### config.mk
export PLATFORM = sky130hd
export DESIGN_NAME = xor_checked_frame_parser
export DESIGN_NICKNAME = d
export VERILOG_FILES = /design/src/hdl/xcfp_pkg.sv /design/src/hdl/xcfp_in_stage.sv /design/src/hdl/xcfp_parse.sv /design/src/hdl/xcfp_out_stage.sv /design/src/hdl/xor_checked_frame_parser.sv
export VERILOG_INCLUDE_DIRS = /design/src /design/src/hdl
export SDC_FILE = /design/constraint.sdc
export NUM_CORES = 1
export LEC_CHECK = 0
export BUFFER_PORTS_ARGS = -buffer_cell sky130_fd_sc_hd__clkbuf_2
export CORE_UTILIZATION = 50
export CTS_CLUSTER_DIAMETER = 40
export DETAILED_ROUTE_END_ITERATION = 10
export PLACE_DENSITY = 0.71
export SYNTH_ARGS = -nofsm -noshare
export SYNTH_HDL_FRONTEND = slang
export SYNTH_SLANG_ARGS = --single-unit
### constraint.sdc
create_clock -name i_clk -period 5.2 [get_ports i_clk]
set_input_delay 1.04 -clock i_clk [delete_from_list [all_inputs] [get_ports i_clk]]
set_output_delay 1.04 -clock i_clk [all_outputs]
set_load 0.05 [all_outputs]
### src/hdl/xor_checked_frame_parser_macros.svh
// Assertion macros shared by the frame parser modules.
// Included by every file that carries concurrent assertions; no other dependencies.
`ifndef XOR_CHECKED_FRAME_PARSER_MACROS_SVH
`define XOR_CHECKED_FRAME_PARSER_MACROS_SVH

// Consequent must hold in the same cycle as the antecedent.
`define XCFP_ASSERT_SAME(lbl, clk, rstn, ante, cons) \
    lbl: assert property (@(posedge clk) disable iff (!rstn) (ante) |-> (cons)) \
        else $error("xcfp assertion failed");

// Consequent must hold in the cycle after the antecedent.
`define XCFP_ASSERT_NEXT(lbl, clk, rstn, ante, cons) \
    lbl: assert property (@(posedge clk) disable iff (!rstn) (ante) |=> (cons)) \
        else $error("xcfp assertion failed");

`endif

### src/hdl/xcfp_pkg.sv
// Package of the XOR checked frame parser: frame constants, status codes and word types.
// Used by every module of the parser; depends on nothing.
`default_nettype none

package xcfp_pkg;

    localparam logic [7:0] HEAD_A        = 8'hEE;
    localparam logic [7:0] HEAD_B        = 8'h66;
    localparam logic [7:0] LEN_BIAS      = 8'd8;
    localparam logic [7:0] PAYLOAD_START = 8'd9;
    localparam logic [7:0] MIN_LAST_POS  = 8'd10;
    localparam logic [7:0] SESSION_START = 8'd3;
    localparam int         SESSION_BYTES = 6;

    typedef enum logic [2:0] {
        ST_OK           = 3'd0,
        ST_TOO_SHORT    = 3'd1,
        ST_BAD_HEAD     = 3'd2,
        ST_BAD_LENGTH   = 3'd3,
        ST_BAD_CHECKSUM = 3'd4,
        ST_OVERRUN      = 3'd5
    } t_status;

    typedef enum logic {
        KIND_PAYLOAD   = 1'b0,
        KIND_FRAME_END = 1'b1
    } t_kind;

    typedef struct packed {
        logic [7:0] data;
        logic       last;
    } t_in_word;

    typedef struct packed {
        t_kind       kind;
        logic [7:0]  payload_byte;
        logic [7:0]  payload_index;
        logic [7:0]  command;
        logic [47:0] session_id;
        logic [7:0]  payload_length;
        t_status     frame_status;
    } t_result;

    typedef struct packed {
        logic item_valid;
        logic advance;
    } t_pipe_ctrl;

endpackage

`default_nettype wire

### src/hdl/xcfp_in_stage.sv
// Input register of the frame parser: captures one received word per accepted handshake.
// Depends on xcfp_pkg.
`default_nettype none

module xcfp_in_stage
    import xcfp_pkg::*;
(
    input  wire logic     i_clk,
    input  wire logic     i_rst_n,
    input  wire logic     i_valid,
    output logic          o_ready,
    input  wire t_in_word i_word,
    input  wire logic     i_advance,
    output logic          o_valid,
    output t_in_word      o_word
);

    logic     r_valid;
    t_in_word r_word;

    assign o_ready = i_advance || !r_valid;
    assign o_valid = r_valid;
    assign o_word  = r_word;

    always_ff @(posedge i_clk) begin
        if (!i_rst_n) begin
            r_valid <= 1'b0;
        end else if (o_ready) begin
            r_valid <= i_valid;
        end
    end

    always_ff @(posedge i_clk) begin
        if (o_ready) begin
            r_word <= i_word;
        end
    end

endmodule

`default_nettype wire

### src/hdl/xcfp_parse.sv
// Frame state and per-word decode: header capture, running XOR, payload and status logic.
// Depends on xcfp_pkg and the assertion macros header.
`default_nettype none
`include "xor_checked_frame_parser_macros.svh"

module xcfp_parse
    import xcfp_pkg::*;
#(
    parameter int MAX_POSITION = 511
)
(
    input  wire logic       i_clk,
    input  wire logic       i_rst_n,
    input  wire t_pipe_ctrl i_ctrl,
    input  wire t_in_word   i_word,
    output logic            o_emit,
    output t_result         o_result
);

    localparam int POS_W = $clog2(MAX_POSITION + 1);

    logic [POS_W-1:0] r_pos, n_pos;
    logic [7:0]       r_head, n_head;
    logic [7:0]       r_len, n_len;
    logic [7:0]       r_cmd, n_cmd;
    logic [47:0]      r_session, n_session;
    logic [7:0]       r_xor, n_xor;

    logic [POS_W-1:0] len_ext;
    logic [POS_W-1:0] pay_offset;
    logic             len_ok;
    logic             in_payload;
    logic             take;
    t_status          status;

    assign len_ext    = POS_W'(r_len);
    assign pay_offset = r_pos - POS_W'(PAYLOAD_START);
    assign len_ok     = r_len > LEN_BIAS;
    assign in_payload = len_ok && (r_pos >= POS_W'(PAYLOAD_START)) && (r_pos <= len_ext);
    assign take       = i_ctrl.item_valid && i_ctrl.advance;

    always_comb begin
        if (r_pos < POS_W'(MIN_LAST_POS)) begin
            status = ST_TOO_SHORT;
        end else if (r_head != HEAD_A && r_head != HEAD_B) begin
            status = ST_BAD_HEAD;
        end else if (!len_ok) begin
            status = ST_BAD_LENGTH;
        end else if (r_pos <= len_ext) begin
            status = ST_OVERRUN;
        end else if (r_xor != i_word.data) begin
            status = ST_BAD_CHECKSUM;
        end else begin
            status = ST_OK;
        end
    end

    always_comb begin
        o_result = '0;
        o_emit   = 1'b0;
        if (i_ctrl.item_valid) begin
            if (i_word.last) begin
                o_emit                = 1'b1;
                o_result.kind         = KIND_FRAME_END;
                o_result.frame_status = status;
                if (status == ST_OK) begin
                    o_result.command        = r_cmd;
                    o_result.session_id     = r_session;
                    o_result.payload_length = r_len - LEN_BIAS;
                end
            end else if (in_payload) begin
                o_emit                 = 1'b1;
                o_result.kind          = KIND_PAYLOAD;
                o_result.payload_byte  = i_word.data;
                o_result.payload_index = pay_offset[7:0];
            end
        end
    end

    always_comb begin
        n_pos     = r_pos;
        n_head    = r_head;
        n_len     = r_len;
        n_cmd     = r_cmd;
        n_session = r_session;
        n_xor     = r_xor;
        if (take) begin
            if (i_word.last) begin
                n_pos     = '0;
                n_head    = '0;
                n_len     = '0;
                n_cmd     = '0;
                n_session = '0;
                n_xor     = '0;
            end else begin
                if (r_pos == '0) begin
                    n_head = i_word.data;
                end
                if (r_pos == POS_W'(1)) begin
                    n_len = i_word.data;
                end
                if (r_pos == POS_W'(2)) begin
                    n_cmd = i_word.data;
                end
                for (int k = 0; k < SESSION_BYTES; k++) begin
                    if (r_pos == POS_W'(int'(SESSION_START) + k)) begin
                        n_session[k*8 +: 8] = i_word.data;
                    end
                end
                if (r_pos != '0) begin
                    n_xor = r_xor ^ i_word.data;
                end
                if (r_pos < POS_W'(MAX_POSITION)) begin
                    n_pos = r_pos + 1'b1;
                end
            end
        end
    end

    always_ff @(posedge i_clk) begin
        if (!i_rst_n) begin
            r_pos     <= '0;
            r_head    <= '0;
            r_len     <= '0;
            r_cmd     <= '0;
            r_session <= '0;
            r_xor     <= '0;
        end else begin
            r_pos     <= n_pos;
            r_head    <= n_head;
            r_len     <= n_len;
            r_cmd     <= n_cmd;
            r_session <= n_session;
            r_xor     <= n_xor;
        end
    end

    `XCFP_ASSERT_NEXT(a_clear_after_last, i_clk, i_rst_n, take && i_word.last, r_pos == '0 && r_xor == '0 && r_len == '0)

endmodule

`default_nettype wire

### src/hdl/xcfp_out_stage.sv
// Result register of the frame parser: holds one result word until the sink takes it.
// Depends on xcfp_pkg.
`default_nettype none

module xcfp_out_stage
    import xcfp_pkg::*;
(
    input  wire logic    i_clk,
    input  wire logic    i_rst_n,
    input  wire logic    i_emit,
    input  wire t_result i_result,
    input  wire logic    i_ready,
    output logic         o_advance,
    output logic         o_valid,
    output t_result      o_result
);

    logic    r_valid;
    t_result r_result;

    assign o_advance = !r_valid || i_ready;
    assign o_valid   = r_valid;
    assign o_result  = r_result;

    always_ff @(posedge i_clk) begin
        if (!i_rst_n) begin
            r_valid <= 1'b0;
        end else if (o_advance) begin
            r_valid <= i_emit;
        end
    end

    always_ff @(posedge i_clk) begin
        if (o_advance) begin
            r_result <= i_result;
        end
    end

endmodule

`default_nettype wire

### src/hdl/xor_checked_frame_parser.sv
// An accepted input word is held in the input register; its result word is then held
// in the result register.
// Throughput: one word per cycle; the input stalls only while a result waits unread.
// Reset (synchronous, active low) empties both registers and clears all frame state.
// Top level of the XOR checked frame parser; depends on xcfp_pkg and the macros header.
`default_nettype none
`include "xor_checked_frame_parser_macros.svh"

module xor_checked_frame_parser
    import xcfp_pkg::*;
#(
    parameter int MAX_POSITION = 511
)
(
    input  wire logic        i_clk,
    input  wire logic        i_rst_n,
    input  wire logic        i_s_axis_tvalid,
    output logic             o_s_axis_tready,
    input  wire logic [7:0]  i_s_axis_tdata,  // [7:0] data_byte
    input  wire logic        i_s_axis_tlast,  // end_of_buffer
    output logic             o_m_axis_tvalid,
    input  wire logic        i_m_axis_tready,
    // [7:0] payload_byte, [15:8] payload_index, [23:16] command,
    // [71:24] session_id, [79:72] payload_length, [82:80] frame_status
    output logic [87:0]      o_m_axis_tdata,
    output logic             o_m_axis_tuser   // kind
);

    t_in_word   in_word;
    t_in_word   stage_word;
    logic       stage_valid;
    logic       advance;
    t_pipe_ctrl ctrl;
    logic       emit;
    t_result    result;
    t_result    out_result;

    assign in_word.data = i_s_axis_tdata;
    assign in_word.last = i_s_axis_tlast;

    assign ctrl.item_valid = stage_valid;
    assign ctrl.advance    = advance;

    xcfp_in_stage u_in_stage (
        .i_clk     (i_clk),
        .i_rst_n   (i_rst_n),
        .i_valid   (i_s_axis_tvalid),
        .o_ready   (o_s_axis_tready),
        .i_word    (in_word),
        .i_advance (advance),
        .o_valid   (stage_valid),
        .o_word    (stage_word)
    );

    xcfp_parse #(
        .MAX_POSITION (MAX_POSITION)
    ) u_parse (
        .i_clk    (i_clk),
        .i_rst_n  (i_rst_n),
        .i_ctrl   (ctrl),
        .i_word   (stage_word),
        .o_emit   (emit),
        .o_result (result)
    );

    xcfp_out_stage u_out_stage (
        .i_clk     (i_clk),
        .i_rst_n   (i_rst_n),
        .i_emit    (emit),
        .i_result  (result),
        .i_ready   (i_m_axis_tready),
        .o_advance (advance),
        .o_valid   (o_m_axis_tvalid),
        .o_result  (out_result)
    );

    assign o_m_axis_tuser = out_result.kind;
    assign o_m_axis_tdata = {5'b0, out_result.frame_status, out_result.payload_length,
                             out_result.session_id, out_result.command,
                             out_result.payload_index, out_result.payload_byte};

    `XCFP_ASSERT_SAME(a_stall_only_when_full, i_clk, i_rst_n, !o_s_axis_tready, o_m_axis_tvalid)
    `XCFP_ASSERT_SAME(a_payload_word_clean, i_clk, i_rst_n, o_m_axis_tvalid && out_result.kind == KIND_PAYLOAD, o_m_axis_tdata[87:16] == '0)
    `XCFP_ASSERT_SAME(a_failed_frame_clean, i_clk, i_rst_n, o_m_axis_tvalid && out_result.kind == KIND_FRAME_END && out_result.frame_status != ST_OK, o_m_axis_tdata[79:0] == '0)

endmodule

`default_nettype wire
## After elaboration in Yosys (flattened, before gate mapping)

Index checks and enable logic that the tools add are counted.

- Order comparisons: 5
- $add $sub $neg: 3
- Bitwise logic cells: 3
- Eq/ne operators: 11
- Reductions and logical operators: 36
- Mux-type cells: 26

Operators with widths:

| cell | count |
|---|---|
| 2-to-1 mux 8 bit | 14 |
| 2-to-1 mux 48 bit | 1 |
| == test 9 x 3 -> 1 bit, second input constant | 4 |
| AND reduction 2 bit | 12 |
| nonzero test 2 bit | 11 |
| == test 9 x 2 -> 1 bit, second input constant | 2 |
| 2-to-1 mux 9 bit | 2 |
| subtractor 8 x 4 -> 8 bit, second input constant | 2 |
| 2-to-1 mux 3 bit | 5 |
| adder 9 x 1 -> 9 bit, second input constant | 1 |
| == test 9 x 1 -> 1 bit, second input constant | 1 |
| == test 9 x 4 -> 1 bit, second input constant | 1 |
| greater-or-equal comparator 9 x 4 -> 1 bit, second input constant | 1 |
| less-or-equal comparator 9 x 8 -> 1 bit | 1 |
| logical NOT 9 bit | 1 |
| less-than comparator 9 x 4 -> 1 bit, second input constant | 1 |
| less-than comparator 9 bit, second input constant | 1 |
| nonzero test 9 bit | 1 |
| > comparator 8 x 4 -> 1 bit, second input constant | 1 |
| != test 8 x 7 -> 1 bit, second input constant | 1 |
| != test 8 bit | 1 |
| != test 8 bit, second input constant | 1 |
| XOR 8 bit | 1 |
| logical AND 1 bit | 4 |
| 7 further kinds | 13 |

- Output and inout port bits: 91
- Word-level logic and storage cells: 106
- Register bits: 184
- Bits of input ports: 13

## Depth between registers and ports, before layout

- Depth in word-level cells: 8
- Mapped depth: 9
- Mapped depth without buffers: 7

## Modules after synthesis

Synthesis repeated with hierarchy kept, for this count alone.

- Cell total of the unflattened synthesis: 733
- Area, all modules: 7960.1 µm²

By module, submodules not included:

| module | sequential area each (µm²) | cells each | area each (µm²) | times used |
|---|---|---|---|---|
| xcfp_parse | 1781.7 | 626 | 5028.6 | 1 |
| xcfp_out_stage | 2542.4 | 88 | 2571.2 | 1 |
| xcfp_in_stage | 290.3 | 13 | 319.1 | 1 |
| xor_checked_frame_parser | 0.0 | 6 | 41.3 | 1 |

## Worst setup path before layout

Ideal clock, no wire load.

- Path type: input-to-reg
- Start point: in i_m_axis_tready
- End point: reg u_parse.r_pos[2]
- Setup time: 0.135 ns
- Arrival: 3.939 ns
- Path buffers: 1
- Required time: 5.065 ns
- Setup slack: 1.126 ns
- Stages on the path: 6
- Cell sequence: nor2b_1 > inv_1 > nand2_1 > buf_1 > o21ai_1 > nor2_1

- Word-level cells in the longest chain between the ends: 3

Ends and longest elaborated chain:

| item | RTL line | source |
|---|---|---|
| start, declared | xor_checked_frame_parser.sv:22 | `input wire logic i_m_axis_tready,` |
| logical OR 1 bit | xcfp_out_stage.sv:21 | `assign o_advance = !r_valid \|\| i_ready;` |
| logical AND 1 bit | xcfp_parse.sv:40 | `assign take = i_ctrl.item_valid && i_ctrl.advance;` |
| AND reduction 2 bit (no line) | - |  |
| end signal, assigned | xcfp_parse.sv:129 | `r_pos <= n_pos;` |
| end, declared | xcfp_parse.sv:22 | `logic [POS_W-1:0] r_pos, n_pos;` |

Every way passes these cells.
A chain may end at the register's enable or synchronous reset.

## Worst setup path after layout

- Start point: in i_m_axis_tready
- End point: reg u_parse.r_session[42]

- Word-level cells in the longest chain between the ends: 3

Ends and longest elaborated chain:

| item | RTL line | source |
|---|---|---|
| logical OR 1 bit | xcfp_out_stage.sv:21 |  |
| logical AND 1 bit | xcfp_parse.sv:40 |  |
| AND reduction 2 bit (no line) | - |  |
| end signal, assigned | xcfp_parse.sv:133 | `r_session <= n_session;` |
| end, declared | xcfp_parse.sv:26 | `logic [47:0] r_session, n_session;` |

Every way passes these cells.

==> results.md <==
- R2R depth: 6
- Gate power share: 6.3%
- Final wirelength: 17500 µm
- Seq cells post-synth: 184
- Hold Path Cell Cnt: 2
- P&R area growth vs syn: 13.9%
- Max-Cap Viols: 0
- Via/cell ratio: 5.83
- Min Tclk post-route: 3.38 ns
- Die H: 128 µm
- Setup violation total in the final timing report: 0
- Crit Path Max Fanout: 40
- Post-route ant nets: 0
- Reg area: 4610 µm²
- Non-filler cells, final: 1029
- Top Metal Used: met4
- Final period utilization: 64.9%
- Switching Share: 23.8%
- WP data required: 5.54 ns
- Ant. Diodes: 0
- Port buffer count: 98
- Post-synth cell types: 48
- Worst min path class: reg2reg
- CTS tree: built
- Post-Place Cell Area: 8490 µm²
- Placed insts: 997
- Leak: 0.00344 µW
- Least-Margin Pin Slew: 1.25 ns
- RD Place Congestion: 0.844
- Hold Fails Final Rpt: 0
- Fin Setup TNS: 0 ns
- # Post-CTS Setup Buffers: 0
- Clock sink count: 184
- Synth warn: 0
- Nets: 832
- Dpl hpwl: 11100 µm
- R2R Setup Slk: 1.95 ns
- Total global-route track usage: 21.8%
- Final Cell Area: 9090 µm²
- Die span in x: 128 µm
- I/O Pins: 104
- Met2 routed wirelength: 8380 µm
- Mapped Area: 7980 µm²
- Clk network pwr share: 42.9%
- # hold bufs at CTS: 0
- Clock Tree Buf Depth: 2
- RSZ-0062 raised after global routing: false
- Hold endpoint: u_parse.r_session[46]
- Sw power: 728 µW
- Largest net degree at the start of global routing: 134
- Row count: 45
- Layout cells sized above 1: 17.1%
- GRT Residual Overflow: 0
- Clock Tree Root: clkbuf_16
- H-Tree Depth: 4
- Max-slew violations: 0
- Fillcell total: 1258
- Initial antenna violation count: 0
- Maximum clock rate: 0.296 GHz
- Final Power: 3070 µW
- Post-CTS Resized: 0
- Cts bufs inserted: 17
- Pwr/cell area: 337 nW/µm²
- Register area share after synthesis: 57.8%
- Total core area: 15400 µm²
- Worst-path clk slew: 0.07 ns
- First-pass GRT wire length: 27800 µm
- WP data arrival: 3.72 ns
- Setup CP Type: in2reg
- Die area: 16500 µm²
- Detailed Routing Iterations Pass 1: 5
- Multi-input logic area: 3030 µm²
- Sequential Power Share: 50.9%
- Syn_area_per_cell: 10.7 µm²
- Cell internal pwr: 2340 µW
- Met1 wire length: 8000 µm
- DRT iter0 DRCs: 563
- DR vias: 5994
- CP Capture Type: flip-flop
- Capturing point of the worst reg2reg path: u_out_stage.o_result[70]
- Wire length per cell: 17.0 µm
- Launch point of the worst hold path: u_parse.r_session[46]
- Worst Clk Skew: 0.0107 ns
- Worst skew pair latency: 0.44 ns
- Vias in the first global route: 5477
- Initial core utilization: 51.9%
- Met3 wire length: 841 µm
- CP startpoint kind: primary input
- Reg-to-Reg Start: u_parse.r_pos[2]
- VDD IR max: 0.210 mV
- Rel. slew slack: 16.6%
- Residual DRC: 0
- Status: finished, final reports clean
- Cells after synthesis: 746
## logic make-up (layout without fill, tap and decap cells)
family          after synthesis  in the layout  share of synthesized area (%)
flops                       184            184                           57.8
simple gates                323            323                           22.5
xor+xnor                     24             24                           2.63
fa+ha+maj                    14             14                           2.20
buf+inv                      83            151                           4.52
other cells                   1              5                         0.0470
compound gates              114            114                           9.86
mux                           3              3                          0.439
## placed cells by master (no fill, tap or decap), types with 2 or more instances in the layout
cell type and n:
clkbuf_2 97, a211oi_1 3, o22ai_1 7, o211ai_1 57
and2_1 64, edfxtp_1 93, nand4_1 62, nor3_1 15
xnor2_1 20, dfxtp_1 91, nor3b_1 3, nor4b_1 3
inv_6 5, clkinvlp_4 2, a31oi_1 8, mux2i_1 2
bufinv_16 3, or4_4 2, ha_1 14, buf_4 4
nand4b_1 4, inv_1 16, o21ai_0 6, nor2b_1 16
conb_1 5, a22o_1 7, clkinv_2 4, nor2_1 26
nand2_1 39, nor4_1 9, a21oi_1 20, nand3_1 71
clkbuf_16 17, xor2_1 4
## flip-flops by register name (all words and copies together), names as in the netlist, 8 cells and up
name                  flops
u_parse.r_head            8
u_in_stage.o_word         9
u_parse.r_pos             9
u_out_stage.o_result     84
u_parse.r_xor             8
u_parse.r_session        48
u_parse.r_len             8
u_parse.r_cmd             8
## per-layer routing
layer | vias up | GRT usage (%)
li1 | 2883 | -
met1 | 2893 | 29.1
met2 | 198 | 35.1
met3 | 20 | 4.34
met4 | 0 | 8.17
met5 | - | 0
## worst max-delay path, stage by stage
cell,delay (ns)
clkbuf_2,0.08
nor2b_1,0.21
clkinv_2,0.59
nand2_2,0.89
buf_4,0.51
a21oi_2,0.14
o22ai_1,0.25
## area by class of cell
type / instances / share of cell area [%]
multi-input combinational: 483 / 33.3
sequential: 184 / 50.8
timing repair buffer: 101 / 5.67
inverter: 18 / 0.757
clock inverter: 14 / 1.84
clock buffer: 18 / 4.72
tap: 211 / 2.90
## power by group through the flow
stage | Clock [µW] | Combinational [µW] | Sequential [µW]
after CTS | 1330 | 191 | 1560
final | 1310 | 192 | 1560
after global placement | 0 | 186 | 1590
after floorplan | 0 | 100 | 1640
after global routing | 1380 | 204 | 1560
after detailed placement | 0 | 191 | 1590
## worst max path at each step
stage                    start                    end  slack (ns)  cells after the start
6_report       i_m_axis_tready  u_parse.r_session[42]        1.82                      7
5_1_grt        i_m_axis_tready  u_parse.r_session[44]        1.55                      7
3_3_place_gp   i_m_axis_tready  u_parse.r_session[40]        1.60                      7
2_1_floorplan  i_m_axis_tready       u_parse.r_pos[2]        1.13                      6
3_5_place_dp   i_m_axis_tready  u_parse.r_session[42]        1.43                      7
4_1_cts        i_m_axis_tready  u_parse.r_session[42]        1.87                      7
## cell usage after synthesis, drive strengths merged
master,count,area (µm²)
and2,65,407
o21a,1,7.51
or4b,1,10.0
a31oi,8,50.1
nor2,26,97.6
dfxtp,91,1820
or4,3,30.0
a22o,7,61.3
a22oi,1,12.5
edfxtp,93,2790
and3,1,6.26
o221ai,1,8.76
nor3,15,75.1
o21ai,7,35.0
xnor2,20,175
nand2,40,150
nand4b,4,35.0
mux2i,2,20.0
nor4b,3,26.3
conb,1,3.75
a211oi,3,22.5
a21oi,21,109
mux2,1,15.0
nor3b,3,22.5
o211ai,57,428
inv,18,67.6
and4,1,8.76
nand3,71,355
nor2b,16,100
ha,14,175
buf,20,123
nand4,62,388
xor2,4,35.0
nand2b,1,6.26
clkbuf,45,170
or3,1,6.26
nor4,10,68.8
o22ai,7,43.8
a2111oi,1,8.76
## per-stage QoR
step                      hold slack, ns  utilization (%)  worst slack, ns
after floorplan                    0.434                -             1.13
after global placement             0.448             55.3             1.60
after detailed placement           0.458             55.3             1.43
after CTS                          0.466             59.1             1.87
after global routing               0.495             59.1             1.55
final                              0.469             59.1             1.82
Power figures use the tool's default switching activity.
